===== src/rtl/mwc8_pkg.sv =====
`timescale 1ns / 1ps

package mwc8_pkg;

  // input command codes
  localparam logic CMD_RESEED = 1'b0;
  localparam logic CMD_NEXT   = 1'b1;

  // generator constants
  localparam logic [15:0] MULT_A        = 16'd228;
  localparam int          WARMUP_STEPS  = 24;
  localparam int          WORD_STEPS    = 4;
  localparam int          CNT_W         = 5;
  localparam logic [6:0]  SEED_CARRY_MASK = 7'h7F;
  localparam logic [7:0]  CARRY_RESET   = 8'd1;

  typedef logic [CNT_W-1:0] step_cnt_t;

  typedef enum logic [1:0] {
    ST_IDLE,
    ST_WARM,
    ST_GEN,
    ST_HOLD
  } state_t;

  // controller to datapath
  typedef struct packed {
    logic load_seed;
    logic step;
    logic capture;
    logic capture_live;
  } dp_cmd_t;

endpackage


===== src/rtl/mwc8_dp.sv =====
`timescale 1ns / 1ps

module mwc8_dp (
  input  logic               clk,
  input  logic               rst,
  input  mwc8_pkg::dp_cmd_t  cmd,
  input  logic [31:0]        seed,
  output logic [31:0]        random_word
);

  logic [7:0]  x0;
  logic [7:0]  x1;
  logic [7:0]  x2;
  logic [7:0]  carry;
  logic [31:0] acc;
  logic [15:0] prod;
  logic [15:0] t_sum;
  logic [7:0]  out_byte;

  // one byte step
  assign prod     = {8'h00, x2} * mwc8_pkg::MULT_A;
  assign out_byte = (x2 ^ x1) + (x0 ^ prod[15:8]);
  assign t_sum    = prod + {8'h00, carry};

  always_ff @(posedge clk) begin
    if (rst) begin
      x0    <= 8'h00;
      x1    <= 8'h00;
      x2    <= 8'h00;
      carry <= mwc8_pkg::CARRY_RESET;
    end else if (cmd.load_seed) begin
      x0    <= seed[7:0];
      x1    <= seed[15:8];
      x2    <= seed[23:16];
      carry <= {1'b0, seed[30:24] & mwc8_pkg::SEED_CARRY_MASK} | 8'h01;
    end else if (cmd.step) begin
      x2    <= x1;
      x1    <= x0;
      x0    <= t_sum[7:0];
      carry <= t_sum[15:8];
    end
  end

  // collector keeps all four bytes so a delayed capture still has the first one
  always_ff @(posedge clk) begin
    if (cmd.step) begin
      acc <= {acc[23:0], out_byte};
    end
    if (cmd.capture) begin
      if (cmd.capture_live) begin
        random_word <= {acc[23:0], out_byte};
      end else begin
        random_word <= acc;
      end
    end
  end

endmodule


===== src/rtl/mwc8_ctrl.sv =====
`timescale 1ns / 1ps

module mwc8_ctrl (
  input  logic               clk,
  input  logic               rst,
  input  logic               in_valid,
  output logic               in_stall,
  input  logic               command,
  output logic               out_valid,
  input  logic               out_stall,
  output mwc8_pkg::dp_cmd_t  cmd
);

  mwc8_pkg::state_t    state;
  mwc8_pkg::state_t    state_next;
  mwc8_pkg::step_cnt_t cnt;
  logic                accept;
  logic                out_free;

  assign accept   = in_valid && !in_stall;
  assign out_free = !out_valid || !out_stall;

  always_comb begin
    state_next = state;
    case (state)
      mwc8_pkg::ST_IDLE: begin
        if (accept) begin
          state_next = (command == mwc8_pkg::CMD_NEXT) ? mwc8_pkg::ST_GEN
                                                       : mwc8_pkg::ST_WARM;
        end
      end
      mwc8_pkg::ST_WARM: begin
        if (cnt == '0) begin
          state_next = mwc8_pkg::ST_IDLE;
        end
      end
      mwc8_pkg::ST_GEN: begin
        if (cnt == '0) begin
          state_next = out_free ? mwc8_pkg::ST_IDLE : mwc8_pkg::ST_HOLD;
        end
      end
      mwc8_pkg::ST_HOLD: begin
        if (out_free) begin
          state_next = mwc8_pkg::ST_IDLE;
        end
      end
      default: state_next = mwc8_pkg::ST_IDLE;
    endcase
  end

  always_comb begin
    in_stall         = 1'b1;
    cmd.load_seed    = 1'b0;
    cmd.step         = 1'b0;
    cmd.capture      = 1'b0;
    cmd.capture_live = 1'b0;
    case (state)
      mwc8_pkg::ST_IDLE: begin
        in_stall      = 1'b0;
        cmd.load_seed = accept && (command == mwc8_pkg::CMD_RESEED);
      end
      mwc8_pkg::ST_WARM: begin
        cmd.step = 1'b1;
      end
      mwc8_pkg::ST_GEN: begin
        cmd.step         = 1'b1;
        cmd.capture      = (cnt == '0) && out_free;
        cmd.capture_live = 1'b1;
      end
      mwc8_pkg::ST_HOLD: begin
        cmd.capture = out_free;
      end
      default: in_stall = 1'b1;
    endcase
  end

  always_ff @(posedge clk) begin
    if (rst) begin
      state     <= mwc8_pkg::ST_IDLE;
      cnt       <= '0;
      out_valid <= 1'b0;
    end else begin
      state <= state_next;
      if (accept) begin
        cnt <= (command == mwc8_pkg::CMD_NEXT) ? mwc8_pkg::step_cnt_t'(mwc8_pkg::WORD_STEPS - 1)
                                               : mwc8_pkg::step_cnt_t'(mwc8_pkg::WARMUP_STEPS - 1);
      end else if (cnt != '0) begin
        cnt <= cnt - mwc8_pkg::step_cnt_t'(1);
      end
      if (cmd.capture) begin
        out_valid <= 1'b1;
      end else if (!out_stall) begin
        out_valid <= 1'b0;
      end
    end
  end

endmodule


===== src/rtl/mwc8_lag3_xx_prng.sv =====
`timescale 1ns / 1ps
// next word: accepted, then four byte steps; the word is captured into the
// output register with the last step, or from the collector after a stall
// reseed: seed load on accept, then 24 warm-up steps, no word
// one byte step a cycle through the single constant multiplier sets the rate
// rst (synchronous): lags cleared, carry set to one, output register empty

module mwc8_lag3_xx_prng (
  input  logic        clk,
  input  logic        rst,
  input  logic        in_valid,
  output logic        in_stall,
  input  logic        command,
  input  logic [31:0] seed,
  output logic        out_valid,
  input  logic        out_stall,
  output logic [31:0] random_word
);

  // seed load, step and capture commands from the sequencer to the lag/carry datapath
  mwc8_pkg::dp_cmd_t dp_cmd;

  // sequencer: counts steps of a warm-up or a word and owns the output valid
  mwc8_ctrl u_ctrl (
    .clk       (clk),
    .rst       (rst),
    .in_valid  (in_valid),
    .in_stall  (in_stall),
    .command   (command),
    .out_valid (out_valid),
    .out_stall (out_stall),
    .cmd       (dp_cmd)
  );

  // datapath: lag bytes, carry, byte collector and output word register
  mwc8_dp u_dp (
    .clk         (clk),
    .rst         (rst),
    .cmd         (dp_cmd),
    .seed        (seed),
    .random_word (random_word)
  );

endmodule


===== config.mk =====
export PLATFORM = sky130hd
export DESIGN_NAME = mwc8_lag3_xx_prng
export DESIGN_NICKNAME = d
export VERILOG_FILES = /design/src/rtl/mwc8_pkg.sv /design/src/rtl/mwc8_dp.sv /design/src/rtl/mwc8_ctrl.sv /design/src/rtl/mwc8_lag3_xx_prng.sv
export SDC_FILE = /design/constraint.sdc
export NUM_CORES = 1
export LEC_CHECK = 0
export ABC_AREA = 1
export BUFFER_PORTS_ARGS = -buffer_cell sky130_fd_sc_hd__buf_2
export CORE_MARGIN = 2
export CORE_UTILIZATION = 61
export CTS_BUF_LIST = sky130_fd_sc_hd__clkbuf_8
export CTS_CLUSTER_DIAMETER = 120
export DETAILED_ROUTE_END_ITERATION = 8
export MAX_ROUTING_LAYER = met4
export PLACE_DENSITY = 0.83
export SLEW_MARGIN = 25
export SYNTH_ARGS = -nofsm -noshare
export SYNTH_HDL_FRONTEND = slang
export SYNTH_SLANG_ARGS = --single-unit

===== constraint.sdc =====
create_clock -name clk -period 4.7 [get_ports clk]
set_clock_uncertainty 0.1 [all_clocks]
set_input_delay 0.235 -clock clk [delete_from_list [all_inputs] [get_ports clk]]
set_output_delay 0.235 -clock clk [all_outputs]
set_load 0.03 [all_outputs]

==> flow_summary.toml, run 1 <==
[run_status]
status = "finished clean"

[critical_path]
cp-startpoint = "u_dp.x2[0]"
path_depth = 18
cp-start-kind = "flop"
crit_buf_inv = 3
crit_arrival_ns = 4.50
r2r_cells = 18
path_delay_family = "adder cells"
crit_type = "flop to flop"
r2r_setup_slack_ns = 0.23
slowest_stage = "fa_2"
critPathRequiredTime_ns = 4.73
r2r_end = "u_dp.random_word[6]"
worstSetupEndpoint = "u_dp.random_word[6]"
crit_fanout = 3
crit_path_end_kind = "flop"
r2r_start = "u_dp.x2[0]"
max_stage_delay_ns = 0.57
crit_path_cell_trace = "fa_1 -> inv_1 -> fa_1 -> inv_1 -> ha_1 -> ha_1 -> fa_2 -> xor2_1 -> ha_1 -> inv_1 -> fa_1 -> o21ai_2 -> a21oi_1 -> nor2_1 -> nor2_1 -> xnor2_1 -> nand2_1 -> o21ai_1"

[final_layout]
finalNonFillerCells = 869
mostFrequentLayoutCells = "158 x nand2_1, 109 x inv_1, 68 x buf_2, 64 x edfxtp_1, 45 x ha_1"
drive_gt1_share_pct = 18.8
multi_input_area_um2 = 2810
regArea_um2 = 2730
syn_to_final_growth_pct = 12.3
n_antenna_cell = 0
final_common_cell = "nand2_1"
nNetsFinal = 827
nFillCells = 692

[synth]
syn_inst = 659
syn-num-nets = 755
ys.flop_type = "edfxtp_1"
synth_top_area_share_pct = 31.8
synth_top_area_cell = "edfxtp_1"
ys_warn_count = 0
ys_ff_latch = 104
syn_avg_cell_area_um2 = 9.16
synthesis.area_um2 = 6030
netlist_top_cells_area = "edfxtp_1 32%, dfxtp_1 13%, nand2_1 9.8%"
synth_edf_count = 64
async_reset_ff_share_pct = 0
ys_seq_area_share_pct = 45.1
yosysUniqueCellTypes = 40

[timing]
finalHoldViolCount = 0
finalCritPeriodShare_pct = 95.2
setup_viol = 0
tns_ns = 0
relSlewSlack_pct = 41.5
fmax_ghz = 0.224
slew_viol_final = 0
period_needed_ns = 4.47
tightest_slew_ns = 0.876

[power]
vdd_drop_max_uv = 309
fin_total_pwr_w = 0.00442
p_leak_nw = 3.23
powerDensity_nw_per_um2 = 652

[clock_tree]
clk_latency_ns = 0.39
clkSinkCount = 104
htree_levels = 3
cts_buffer_depth = 2
cts_tree = "done"
clk_pin_slew_ns = 0.11
holdBufCountCts = 0
cts_root_buf = "clkbuf_8"
cts_inserted_buffers = 9

[place]
gp_congestion = 0.937
dp_hpwl_mm = 9.80
dp.cells = 851
portBuffers = 68

[global_route]
grt_usage_pct = 27.0
grt_max_degree = 36
antenna_found_initial = 0
first_global_vias = 4489
grt_pass1_wl_mm = 21.4
overflow = 0

[detailed_routing]
route.detailed.vias_per_inst = 5.47
drt-total-wl_mm = 13.3
via_count = 4757
drt_iter0_drc = 297
drc = 0
ant_nets = 0
drt_pass1_iterations = 5
wl_per_cell_um = 15.3

[run]
cap_violations = 0

[die]
initial_utilization_pct = 62.3
core_um2 = 9680
dieWidth_um = 103
die_h_um = 103
fp-row-count = 36
boundaryPins = 71
die-area_um2 = 10700

[min_path]
hp-class = "input port to flop"
## per-layer routing
layer  up-vias  global-route usage, %  wire length (um)
met1      2237                   33.1              5340
met4         0                   9.31               340
met2       184                   45.6              6780
met5         -                      -                 0
met3        28                   4.23               796
li1       2308                      -                 -
## Yosys cell counts (4+ instances only)
cell and instances:
dfxtp_1 40, edfxtp_1 64, nand3_2 4, inv_2 8
o21ai_0 38, fa_1 13, nor2_4 7, inv_1 109
a21oi_1 23, nand3_1 26, a31oi_1 8, nand2_1 158
xnor2_1 8, buf_2 4, nand2_2 7, ha_1 46
clkbuf_1 10, o211ai_1 6, nor2_1 12, o221ai_1 12
xor2_1 19, o21ai_1 4
## tightest hold or removal path, stage by stage
cell	delay, ns
buf_2	0.09
nand2_1	0.05
a31oi_1	0.07
## flip-flops by register name, indices dropped and copies added, names as in the netlist
| signal | flops |
|---|---|
| u_dp.random_word | 32 |
| u_dp.x1 | 8 |
| u_ctrl.out_valid | 1 |
| u_ctrl.state | 2 |
| u_ctrl.cnt | 5 |
| u_dp.acc | 32 |
| u_dp.x2 | 8 |
| u_dp.carry | 8 |
| u_dp.x0 | 8 |
## area by class of cell
class	instances	area share (%)
Timing Repair Buffer	78	6.13
Sequential cell	104	40.2
Inverter	117	6.48
Multi-Input combinational cell	421	41.5
Clock buffer	9	1.83
Tap cell	133	2.45
Clock inverter	7	1.38
## worst min path at each step
stage / end / start / depth (start not counted) / slack, ns
2_1_floorplan: u_ctrl.state[1] / command / 2 / 0.29
3_3_place_gp: u_dp.acc[28] / u_dp.acc[20] / 0 / 0.33
3_5_place_dp: u_dp.acc[28] / u_dp.acc[20] / 0 / 0.34
4_1_cts: u_dp.carry[2] / seed[26] / 3 / 0.003
5_1_grt: u_dp.carry[1] / seed[25] / 3 / 0.02
6_report: u_dp.carry[2] / seed[26] / 3 / 0.01
## report_power, final
group	switching, W	leakage [nW]	total [W]	internal [W]
registers	0.000171	0.928	0.00165	0.00148
clock network	0.000355	0.107	0.000617	0.000262
logic	0.00146	2.20	0.00215	0.000686
total	0.00199	3.23	0.00442	0.00243
## through the flow
stage / setup slack (ns) / hold slack (ns) / cell area, um^2 / util (%)
final: 0.226 / 0.00984 / 6780 / 70.0
after global routing: -0.00283 / 0.0208 / 6780 / 70.0
after CTS: 0.0308 / 0.00294 / 6720 / 69.4
after detailed placement: 0.0607 / 0.335 / 6500 / 67.2
after global placement: 0.195 / 0.330 / 6500 / 67.2
after floorplan: 0.396 / 0.286 / 6030 / -
## cell families after synthesis
kind of cell | after synthesis | synth area share [%]
AND/OR/NAND/NOR | 228 | 17.3
flip-flops | 104 | 45.1
buffers and inverters | 134 | 8.92
adder cells (fa/ha/maj) | 59 | 13.9
AO/OA/AOI/OAI | 107 | 10.9
XOR/XNOR | 27 | 3.92
## repair_timing
action,CTS,global route
buffers inserted,0,2
hold endpoints to repair,0,0
setup endpoints to repair,0,7
gates resized for setup,0,10
(Power assumes the default switching activity.)
==> inputs of run 2 (changes only) <==
==> constraint.sdc (replaced) <==
create_clock -name clk -period 4.45 [get_ports clk]
set_clock_uncertainty 0.1 [all_clocks]
set_input_delay 0.2225 -clock clk [delete_from_list [all_inputs] [get_ports clk]]
set_output_delay 0.2225 -clock clk [all_outputs]
set_load 0.03 [all_outputs]
==> run 2 against run 1 <==
Power increased by 10%. Highest routed layer unchanged. Sequential share of layout area is 1.4 points lower. Via count up 2.2%. Combinational power up 16%. Largest cell class unchanged.
==> flow_summary.toml, run 2 (synthesized netlist as in run 1, its figures left out) <==
[run_status]
status = "finished clean"

[detailed_routing]
route.top_layer_used = "met4"
wl_per_cell_um = 15.8
ant_nets = 0
m1WireLength_mm = 5.69
wl_met2_mm = 7.00
drt_pass1_iterations = 5
route.detailed.vias_per_inst = 5.47
via_count = 4861
wl_met3_um = 752
drt-total-wl_mm = 14.1
drt_iter0_drc = 331
drc = 0

[critical_path]
r2r_cells = 18
crit_path_end_kind = "flop"
crit_arrival_ns = 4.51
crit_type = "flop to flop"
cp-start-kind = "flop"
critPathRequiredTime_ns = 4.59
crit_fanout = 2

[final_layout]
drive_gt1_share_pct = 23.5
nFillCells = 676
finalNonFillerCells = 889
syn_to_final_growth_pct = 16.5
top_regs = "u_dp.acc (32), u_dp.random_word (32)"
n_antenna_cell = 0
mostFrequentLayoutCells = "154 x nand2_1, 106 x inv_1, 68 x buf_2, 64 x edfxtp_1, 40 x ha_1"
final_common_cell = "nand2_1"
regArea_um2 = 2730
nNetsFinal = 847
multi_input_area_um2 = 2910

[timing]
tightest_slew_ns = 0.864
finalHoldViolCount = 0
fmax_ghz = 0.228
rsz0062_at_grt = "yes"
slew_viol_final = 0
setup_viol = 0
whs_ns = 0.0102
period_needed_ns = 4.38
finalCritPeriodShare_pct = 98.4
relSlewSlack_pct = 42.3

[clock_tree]
clkSinkCount = 104
clk_latency_ns = 0.38
htree_levels = 3
cts_root_buf = "clkbuf_8"
clk_pin_slew_ns = 0.11
cts_tree = "done"
cts_inserted_buffers = 9
cts_buffer_depth = 2

[die]
initial_utilization_pct = 62.3
core_um2 = 9680
die-area_um2 = 10700
die_h_um = 103
fp-row-count = 36
boundaryPins = 71
dieWidth_um = 103

[power]
netSwitchingFraction_pct = 44.5
clockPowerShare_pct = 13.1
p_int_w = 0.00271
combPwrFrac_pct = 51.0
vdd_drop_max_uv = 339
p_leak_nw = 3.33
powerDensity_nw_per_um2 = 694
power.switching_w = 0.00217
pwr-share-seq_pct = 35.9

[place]
dp.cells = 868
portBuffers = 68
gp_congestion = 0.915
dp_hpwl_mm = 10.1

[global_route]
first_global_vias = 4735
grt_max_degree = 36
antenna_found_initial = 0
grt_usage_pct = 27.7
overflow = 0
grt_pass1_wl_mm = 22.0

[min_path]
hp-class = "input port to flop"
hold_depth = 3

[run]
cap_violations = 0
-- run 2: changes by cell type in the layout (fill, tap and decap cells not counted), moves of 3 or more --
cell and delta:
buf_4 +19, inv_2 +3, nand2_2 +4, inv_1 -3, nand3_1 -3, ha_1 -5, nand2_1 -4, ha_4 +4
nand3_2 +3
-- run 2: layer usage --
layer,global-route usage [%],up-vias
met2,45.9,176
met4,14.5,0
met1,33.3,2288
met3,3.29,46
met5,-,-
li1,-,2351
-- run 2: path summary, 6_finish.rpt --
check / start / endpoint / slack [ns]
setup / recovery: u_dp.x2[0] / u_dp.random_word[6] / 0.07
hold / removal: seed[2] / u_dp.x0[2] / 0.01
setup reg to reg: u_dp.x2[0] / u_dp.random_word[6] / 0.07
hold reg to reg: u_dp.acc[19] / u_dp.acc[27] / 0.36
-- run 2: cell type report --
class                      count  area share, %
timing repair buffer          98           8.08
multi-input combinational    421           41.4
sequential                   104           38.8
inverter                     117           6.25
clock buffer                   9           1.76
tap                          133           2.37
clock inverter                 7           1.28
-- run 2: stage by stage --
stage / total power [W] / utilization (%) / setup WS, ns / area [um^2] / setup TNS (ns)
3_5_place_dp: 0.00406 / 68.5 / 0.0187 / 6630 / 0
4_1_cts: 0.00471 / 70.9 / 0.00746 / 6870 / 0
6_report: 0.00488 / 72.6 / 0.0717 / 7030 / 0
3_3_place_gp: 0.00393 / 68.5 / 0.126 / 6630 / 0
5_1_grt: 0.00524 / 72.6 / -0.0846 / 7030 / -0.276
2_1_floorplan: 0.00336 / - / 0.146 / 6030 / 0
-- run 2: what timing repair did --
action | in CTS | in global routing
setup endpoints to repair | 2 | 9
setup buffers | 0 | 4
hold endpoints to repair | 1 | 0
resized for setup | 3 | 31
pin swaps | 0 | 9
hold buffers | 1 | 0
-- run 2: power by group through the flow --
| stage | Clock (W) | Combinational (W) | Sequential, W |
|---|---|---|---|
| after floorplan | 0 | 0.00150 | 0.00187 |
| after global placement | 0 | 0.00219 | 0.00174 |
| after detailed placement | 0 | 0.00230 | 0.00177 |
| after CTS | 0.000647 | 0.00232 | 0.00175 |
| after global routing | 0.000680 | 0.00277 | 0.00179 |
| final | 0.000641 | 0.00249 | 0.00175 |
-- run 2: worst max-delay path, stage by stage (launching register included) --
cell and delay (ns):
dfxtp_2 0.35, fa_1 0.53, inv_1 0.05, fa_1 0.51, inv_2 0.05, ha_4 0.24
ha_4 0.17, fa_2 0.60, xor2_1 0.17, ha_2 0.21, inv_2 0.05, fa_2 0.41
o21ai_2 0.16, a21oi_1 0.09, nor2_1 0.09, nor2_1 0.05, xnor2_1 0.25, nand2_1 0.07
o21ai_1 0.09
==> inputs of run 3 (changes only) <==
--- a/config.mk
+++ b/config.mk
@@ -14,6 +14,7 @@
 export DETAILED_ROUTE_END_ITERATION = 8
 export MAX_ROUTING_LAYER = met4
 export PLACE_DENSITY = 0.83
+export REMOVE_ABC_BUFFERS = 1
 export SLEW_MARGIN = 25
 export SYNTH_ARGS = -nofsm -noshare
 export SYNTH_HDL_FRONTEND = slang
==> run 3 against run 2 <==
Worst setup slack improved by 0.043 ns. Combinational power barely moved. Critical path depth did not move. Hold slack got worse by 0.0017 ns. Sequential cell count did not move. Non-clock buffer count rose by 1. Final area rose by 0.25%. Critical path type unchanged. Largest cell class unchanged. Largest power group unchanged.
==> flow_summary.toml, run 3 (synthesized netlist as in run 1, its figures left out) <==
[run_status]
status = "finished clean"

[critical_path]
crit_arrival_ns = 4.37
crit_path_end_kind = "flop"
slowest_stage = "fa_2"
crit_type = "flop to flop"
cp-startpoint = "u_dp.x2[1]"
max_stage_delay_ns = 0.59
path_delay_family = "adder cells"
crit_buf_inv = 3
r2r_start = "u_dp.x2[1]"
crit_path_cell_trace = "fa_1 -> inv_1 -> fa_1 -> inv_2 -> ha_4 -> ha_4 -> fa_2 -> xor2_2 -> ha_2 -> inv_2 -> fa_2 -> o21ai_2 -> a21oi_1 -> nor2_1 -> nor2_1 -> xnor2_1 -> nand2_1 -> o21ai_1"
critPathRequiredTime_ns = 4.49
crit_fanout = 4
cp-start-kind = "flop"

[place]
portBuffers = 68
gp_congestion = 0.902
place_ws_ns = -0.0387
dp_hpwl_mm = 9.73

[final_layout]
n_antenna_cell = 0
regArea_um2 = 2730
nNetsFinal = 848
nFillCells = 694
mostFrequentLayoutCells = "155 x nand2_1, 103 x inv_1, 68 x buf_2, 64 x edfxtp_1"
final_common_cell = "nand2_1"
syn_to_final_growth_pct = 16.8
top_regs = "u_dp.acc (32), u_dp.random_word (32)"
multi_input_area_um2 = 2940
drive_gt1_share_pct = 23.6

[clock_tree]
clkSinkCount = 104
cts_tree = "done"
cts_inserted_buffers = 9
htree_levels = 3
cts_buffer_depth = 2
cts_root_buf = "clkbuf_8"
clk_pin_slew_ns = 0.11
clk_latency_ns = 0.39

[global_route]
grt_usage_pct = 27.5
first_global_vias = 4698
grt_pass1_wl_mm = 21.8
antenna_found_initial = 0
overflow = 0
grt_max_degree = 36

[timing]
rsz0062_at_grt = "yes"
finalHoldViolCount = 0
layout_setup_ws_ns = 0.115
setup_viol = 0
relSlewSlack_pct = 42.8
slew_viol_final = 0
fmax_ghz = 0.231
tns_ns = 0
tightest_slew_ns = 0.856
finalCritPeriodShare_pct = 97.4
period_needed_ns = 4.34

[detailed_routing]
wl_per_cell_um = 15.6
drc = 0
route.detailed.vias_per_inst = 5.50
drt_iter0_drc = 384
drt_pass1_iterations = 5
drt-total-wl_mm = 13.9
ant_nets = 0
via_count = 4896

[min_path]
hold_start = "seed[4]"
hp-class = "input port to flop"

[die]
die-area_um2 = 10700
initial_utilization_pct = 62.3
fp-row-count = 36
core_um2 = 9680
die_h_um = 103
boundaryPins = 71
dieWidth_um = 103

[run]
cap_violations = 0

[power]
vdd_drop_max_uv = 345
powerDensity_nw_per_um2 = 683
p_leak_nw = 3.30
-- run 3: cell types whose count changed in the layout (fill, tap and decap cells not counted), moves of 2 or more --
cell,delta
inv_1,-3
nand2_4,+2
inv_6,-2
dlygate4sd3_1,+2
ha_1,-2
nand2_2,-3
nand3_1,+2
nand3_2,-3
inv_2,+2
-- run 3: worst min-delay path, stage by stage --
cell and delay, ns:
buf_2 0.09, nand2_1 0.05, a31oi_1 0.08
-- run 3: final timing paths --
check	end	slack, ns	cells after the start
max	u_dp.random_word[6]	0.11	18
min reg2reg	u_dp.acc[10]	0.35	0
max reg2reg	u_dp.random_word[6]	0.11	18
min	u_dp.x0[4]	0.008	3
-- run 3: power breakdown --
part / switching [W] / total, W / internal (W)
Sequential: 0.000181 / 0.00175 / 0.00157
Clock: 0.000360 / 0.000576 / 0.000216
Combinational: 0.00164 / 0.00249 / 0.000846
-- run 3: layout make-up --
type	count	area share (%)
Clock buffer	9	1.76
Clock inverter	7	0.941
Inverter	117	6.27
Multi-Input combinational cell	421	41.7
Sequential cell	104	38.8
Tap cell	133	2.36
Timing Repair Buffer	99	8.24
-- run 3: metrics by stage --
stage                     total power, W  area (um^2)  hold slack, ns  cells  util, %
after floorplan                  0.00331         5940           0.185    642        -
after global placement           0.00390         6620           0.327    866     68.3
after global routing             0.00515         7050          0.0212    890     72.8
final                            0.00481         7050         0.00846    890     72.8
after detailed placement         0.00405         6620           0.335    866     68.3
after CTS                        0.00467         6870         0.00109    885     70.9
-- run 3: routing by layer --
metal,global-route usage [%],share of wire [%]
met4,14.7,5.0
met3,3.90,5.9
met1,32.3,39
met5,-,0
met2,45.8,50
-- run 3: what timing repair did --
action / in CTS / in global routing
pin swaps: 3 / 17
gates resized for setup: 9 / 31
endpoints found under the setup margin: 7 / 9
hold buffers: 3 / 0
setup buffers: 0 / 5
hold endpoints to repair: 3 / 0
